[src/rtl/core/vss_pkg.sv]
// shared types and constants of the vector similarity scorer
// used by vss_ctrl, vss_dp and vector_similarity_scorer; no dependencies
package vss_pkg;

    // metric codes of the metric configuration register
    localparam logic [2:0] METRIC_COSINE = 3'd0;
    localparam logic [2:0] METRIC_DOT    = 3'd1;
    localparam logic [2:0] METRIC_EUCL   = 3'd2;
    localparam logic [2:0] METRIC_MANH   = 3'd3;
    localparam logic [2:0] METRIC_JACC   = 3'd4;

    // configuration register indexes
    localparam logic [1:0] REG_METRIC = 2'd0;
    localparam logic [1:0] REG_PASS   = 2'd1;
    localparam logic [1:0] REG_WARN   = 2'd2;

    // reset values of the configuration registers
    localparam logic [2:0]  METRIC_RST = METRIC_COSINE;
    localparam logic [16:0] PASS_RST   = 17'd52429;
    localparam logic [16:0] WARN_RST   = 17'd32768;

    // one in q1.16 and the interpretation levels
    localparam logic [16:0] ONE_Q16   = 17'd65536;
    localparam logic [17:0] LVL_HIGH  = 18'sd58983;
    localparam logic [17:0] LVL_SIM   = 18'sd52429;
    localparam logic [17:0] LVL_SOME  = 18'sd39322;
    localparam logic [17:0] LVL_DIFF  = 18'sd19661;

    // interpretation codes
    localparam logic [2:0] INTERP_HIGH = 3'd0;
    localparam logic [2:0] INTERP_SIM  = 3'd1;
    localparam logic [2:0] INTERP_SOME = 3'd2;
    localparam logic [2:0] INTERP_DIFF = 3'd3;
    localparam logic [2:0] INTERP_VERY = 3'd4;

    // verdict codes
    localparam logic [1:0] VERDICT_PASS = 2'd0;
    localparam logic [1:0] VERDICT_WARN = 2'd1;
    localparam logic [1:0] VERDICT_FAIL = 2'd2;

    // iteration counts of the shared root and divide units
    localparam int SQ_STEPS  = 31;
    localparam int DIV_STEPS = 80;

    // root source select
    typedef enum logic [1:0] {
        SQ_NORM_A = 2'd0,
        SQ_NORM_B = 2'd1,
        SQ_DIFF   = 2'd2
    } vss_sq_sel_t;

    // commands from controller to datapath
    typedef struct packed {
        logic        take;
        logic        sq_start;
        vss_sq_sel_t sq_sel;
        logic        mul_en;
        logic        div_start;
        logic        fin_en;
    } vss_cmd_t;

    // status from datapath to controller
    typedef struct packed {
        logic sq_done;
        logic div_done;
        logic out_busy;
    } vss_stat_t;

endpackage

[src/rtl/core/vss_ctrl.sv]
// sequencing state machine of the vector similarity scorer
// depends on vss_pkg for command and status types and metric codes
module vss_ctrl (
    input  logic               clk,
    input  logic               rst_n,
    input  logic               in_valid,
    input  logic               last_elem,
    input  logic [2:0]         metric,
    input  vss_pkg::vss_stat_t stat,
    output logic               in_stall,
    output vss_pkg::vss_cmd_t  cmd
);

    typedef enum logic [8:0] {
        S_IDLE   = 9'b000000001,
        S_DRAIN  = 9'b000000010,
        S_DECIDE = 9'b000000100,
        S_SQA    = 9'b000001000,
        S_SQB    = 9'b000010000,
        S_SQE    = 9'b000100000,
        S_MUL    = 9'b001000000,
        S_DIV    = 9'b010000000,
        S_FIN    = 9'b100000000
    } state_t;

    state_t state_reg;
    state_t state_next;
    logic   fire;

    // input beats only while idle
    assign in_stall = (state_reg != S_IDLE);
    assign fire     = in_valid && !in_stall;

    // next state and commands
    always_comb
    begin
        state_next    = state_reg;
        cmd           = '0;
        cmd.take      = fire;
        cmd.sq_sel    = vss_pkg::SQ_NORM_A;
        case (state_reg)
            S_IDLE:
            begin
                if (fire && last_elem)
                begin
                    state_next = S_DRAIN;
                end
            end
            S_DRAIN:
            begin
                state_next = S_DECIDE;
            end
            S_DECIDE:
            begin
                case (metric)
                    vss_pkg::METRIC_DOT:
                    begin
                        state_next = S_FIN;
                    end
                    vss_pkg::METRIC_EUCL:
                    begin
                        cmd.sq_start = 1'b1;
                        cmd.sq_sel   = vss_pkg::SQ_DIFF;
                        state_next   = S_SQE;
                    end
                    vss_pkg::METRIC_MANH, vss_pkg::METRIC_JACC:
                    begin
                        cmd.div_start = 1'b1;
                        state_next    = S_DIV;
                    end
                    default:
                    begin
                        cmd.sq_start = 1'b1;
                        cmd.sq_sel   = vss_pkg::SQ_NORM_A;
                        state_next   = S_SQA;
                    end
                endcase
            end
            S_SQA:
            begin
                if (stat.sq_done)
                begin
                    cmd.sq_start = 1'b1;
                    cmd.sq_sel   = vss_pkg::SQ_NORM_B;
                    state_next   = S_SQB;
                end
            end
            S_SQB:
            begin
                if (stat.sq_done)
                begin
                    state_next = S_MUL;
                end
            end
            S_SQE:
            begin
                if (stat.sq_done)
                begin
                    cmd.div_start = 1'b1;
                    state_next    = S_DIV;
                end
            end
            S_MUL:
            begin
                cmd.mul_en    = 1'b1;
                state_next    = S_DIV;
            end
            S_DIV:
            begin
                if (stat.div_done)
                begin
                    state_next = S_FIN;
                end
            end
            S_FIN:
            begin
                if (!stat.out_busy)
                begin
                    cmd.fin_en = 1'b1;
                    state_next = S_IDLE;
                end
            end
            default:
            begin
                state_next = S_IDLE;
            end
        endcase
    end

    // the multiply state also starts the divide, in the cycle after it
    // (divide operands read the product register, so start from S_MUL's successor)
    always_ff @(posedge clk or negedge rst_n)
    begin
        if (!rst_n)
        begin
            state_reg <= S_IDLE;
        end
        else
        begin
            state_reg <= state_next;
        end
    end

`ifndef SYNTH
    // final beat leads straight into the drain cycle
    a_last_drain: assert property (@(posedge clk) disable iff (!rst_n)
        (fire && last_elem) |=> (state_reg == S_DRAIN))
        else $error("last beat did not start drain");

    // root and divide never start together
    a_one_start: assert property (@(posedge clk) disable iff (!rst_n)
        !(cmd.sq_start && cmd.div_start))
        else $error("root and divide started together");

    // a root result arrives only while one is awaited
    a_sq_wait: assert property (@(posedge clk) disable iff (!rst_n)
        stat.sq_done |-> (state_reg == S_SQA || state_reg == S_SQB || state_reg == S_SQE))
        else $error("unexpected root done");

    // a result is loaded only when the output register is free
    a_fin_free: assert property (@(posedge clk) disable iff (!rst_n)
        cmd.fin_en |-> !stat.out_busy)
        else $error("result loaded over a stalled beat");
`endif

endmodule

[config.mk]
export PLATFORM = sky130hd
export DESIGN_NAME = vss_ctrl
export DESIGN_NICKNAME = d
export VERILOG_FILES = /design/src/rtl/core/vss_pkg.sv /design/src/rtl/core/vss_ctrl.sv
export SDC_FILE = /design/constraint.sdc
export NUM_CORES = 1
export LEC_CHECK = 0
export BUFFER_PORTS_ARGS = -buffer_cell sky130_fd_sc_hd__buf_4
export CORE_AREA = 8 8 48 50
export DETAILED_ROUTE_END_ITERATION = 8
export DIE_AREA = 0 0 56 58
export PLACE_DENSITY = 0.77
export SLEW_MARGIN = 20
export SYNTH_ARGS = -nofsm -noshare
export SYNTH_HDL_FRONTEND = slang
export SYNTH_SLANG_ARGS = --single-unit
[constraint.sdc]
create_clock -name clk -period 1.8 [get_ports clk]
set_input_delay 0.18 -clock clk [delete_from_list [all_inputs] [get_ports clk]]
set_output_delay 0.18 -clock clk [all_outputs]
set_load 0.1 [all_outputs]
==> impl_metrics.csv <==
group,metric,value,unit
run_status,status,"complete, but fails checks",
run_status,violations,"setup timing",
worst_hold_path,hp-start,"in_valid",
setup_path,start_kind,"register",
floorplan,row_count,15,
floorplan,start_util,48.84,%
setup_path,critPathCaptureType,"primary output",
finish,n_antenna_cell,0,
timing,period_share,108.9,%
global_routing,grtUsageTotal,14.05,%
clock_network,clkTransAtPathRegs,0.06,ns
clock_network,root_buffer,"clkbuf_4",
setup_path,critical_path_class,"reg -> out",
finish,largest_reg_flops,9,
placement,gp_congestion,0.8284,
finish,fin_nets,123,
pwr,power.leakage,0.0005375,µW
floorplan,core_area,1614,µm²
synth,synth_nets,92,
global_routing,grt_pass1_wl,3.691,mm
worst_hold_path,hold_path_class,"in -> reg",
route,drc,0,
global_routing,grt-ovfl-total,0,
clock_network,htree_levels,1,
finish,drive_gt1_share,54.46,%
route,first_pass_iters,4,
route,routedWlPerCell,17.40,µm
placement,dp_hpwl,1.650,mm
floorplan,die_h,58,µm
timing,fin_worst_skew,0.002875,ns
setup_path,worst_r2r_startpoint,"state_reg[7]",
setup_path,crit_path_start,"state_reg[3]",
synth,ys.warnings.count,0,
pwr,ir_drop,0.9349,mV
timing,slew_headroom,73.04,%
finish,fin_area,1219,µm²
synth,seq_area_frac_synth,28.73,%
pwr,powerDensity,1324,nW/µm²
synth,ys_types,48,
route,num_vias,754,
setup_path,worstPathRequired,1.62,ns
synth,synth.avg_cell_area,9.613,µm²
global_routing,grt_max_degree,11,
synth,synthArstFlopShare,100.0,%
timing,setup_violations,7,
synth,synth_flop_cell,"dfrtp_1",
timing,drv_slew,0,
placement,dp.cells,119,
floorplan,die-area,3248,µm²
synth,ys_ff_latch,9,
floorplan,dieWidth,56,µm
pwr,finalPower,1614,µW
clock_network,cts_sinks,9,
synth,syn-instance-count,82,
timing,finalHoldViolations,0,
clock_network,cts.path.max_buffers,2,
clock_network,cts_tree,"built",
placement,placed_area,1013,µm²
timing,layout_setup_ws,-0.1600,ns
timing,max_freq,0.5102,GHz
run,cap_violations,0,
floorplan,ioPinCount,18,
finish,instances_no_fill,129,
finish,syn_to_final_growth,54.60,%
global_routing,grt_antenna_before_repair,0,
clock_network,insertion_delay,0.26,ns
route,routed_via_density,5.845,
synth,netlist_area,788.3,µm²
timing,fin_crit,1.960,ns
synth,synth_edf_count,0,
route,drtIter0Drc,22,
placement,io_buffers,17,
setup_path,cp_max_fo,3,
timing,worst_pin_slew,0.4035,ns
placement,dp_slack,0.007769,ns
global_routing,grt_pass1_vias,784,
setup_path,cp.arrival,1.78,ns
timing,grt_setup_unrepaired,"true",
route,ant_nets,0,
route,drt-total-wl,2.245,mm
clock_network,cts_made_buffers,3,
-- stage by stage --
| stage | setup TNS [ns] | hold WS (ns) | utilization (%) |
|---|---|---|---|
| after floorplan | -2.997 | -0.1156 | - |
| after global placement | 0 | 0.01101 | 62.79 |
| after detailed placement | 0 | 0.01166 | 62.79 |
| after CTS | -0.8635 | 0.2267 | 73.18 |
| after global routing | -1.627 | 0.2525 | 75.50 |
| final | -0.8538 | 0.2396 | 75.50 |
-- synth_stat cells (2+ instances only) --
| cell | count | share of area (%) |
|---|---|---|
| dfrtp_1 | 8 | 25 |
| nor2_1 | 7 | 3.3 |
| a21o_1 | 2 | 1.9 |
| nand2b_1 | 2 | 1.6 |
| inv_1 | 4 | 1.9 |
| xor2_1 | 3 | 3.3 |
| buf_4 | 2 | 1.9 |
| nor3_1 | 2 | 1.3 |
| nand3_1 | 2 | 1.3 |
| nand2_1 | 3 | 1.4 |
| nor2b_1 | 4 | 3.2 |
| a21oi_1 | 3 | 1.9 |
| o21ai_0 | 3 | 1.9 |
| buf_6 | 2 | 2.9 |
| nor4_2 | 2 | 3.2 |
-- metal layers --
layer | global-route usage [%] | vias to the layer above | share of wire (%)
met2 | 24.56 | 17 | 51
li1 | - | 366 | -
met5 | 0 | - | 0
met4 | 5.155 | 0 | 0.45
met3 | 4.367 | 2 | 4.8
met1 | 15.60 | 369 | 44
-- worst max-delay path, cell delays in order, from the launching register on --
cell	delay, ns
dfrtp_1	0.41
nor4_4	0.38
nand2b_1	0.18
buf_6	0.16
nor3_4	0.19
buf_12	0.20
-- timing repair --
item	4_1_cts	5_1_grt
pin swaps	3	6
setup endpoints to repair	8	8
setup buffers	2	3
cloned	0	0
hold buffers	1	0
gates resized for setup	27	6
endpoints found under the hold margin	9	0
-- logic make-up (layout without fill, tap and decap cells) --
logic type             after synthesis  count (layout)  share of synthesized area (%)
AO/OA/AOI/OAI                       21              21                          21.27
XOR/XNOR                             4               4                          4.445
buffers and inverters                8              38                          6.665
flip-flops                           9               9                          28.73
AND/OR/NAND/NOR                     40              40                          38.89
-- area by class of cell --
class	count	area [µm²]
clock buffer	4	26.28
tap	17	21.27
timing repair buffer	30	312.8
fill	112	395.4
multi-input combinational	65	614.3
sequential	9	229.0
inverter	4	15.01
-- final timing paths --
check | to | slack, ns | cells after the start
min reg2reg | state_reg[6] | 0.68 | 3
min | state_reg[0] | 0.24 | 4
min in group asynchronous | state_reg[2] | 0.29 | 2
max | cmd[0] | -0.16 | 5
max in group asynchronous | state_reg[0] | 1.29 | 2
max reg2reg | state_reg[3] | 0.10 | 6
-- cell usage in the layout (no fill, tap or decap), types with 2 or more instances in the layout --
cell type	instances
nor3_4	2
or2_4	2
a21oi_1	3
nor2_4	3
buf_6	4
buf_4	19
dfrtp_2	2
a21o_1	2
nor2_1	4
inv_1	3
nor4_4	3
buf_12	5
nor2b_1	4
o21ai_0	3
nand2b_1	2
dfrtp_1	6
nand2_1	3
xor2_1	3
clkbuf_4	3
-- power by group --
group / internal, µW / switching, µW
registers: 248 / 70.8
logic: 498 / 638
clock network: 85.6 / 72.7
(Power assumes the default switching activity.)
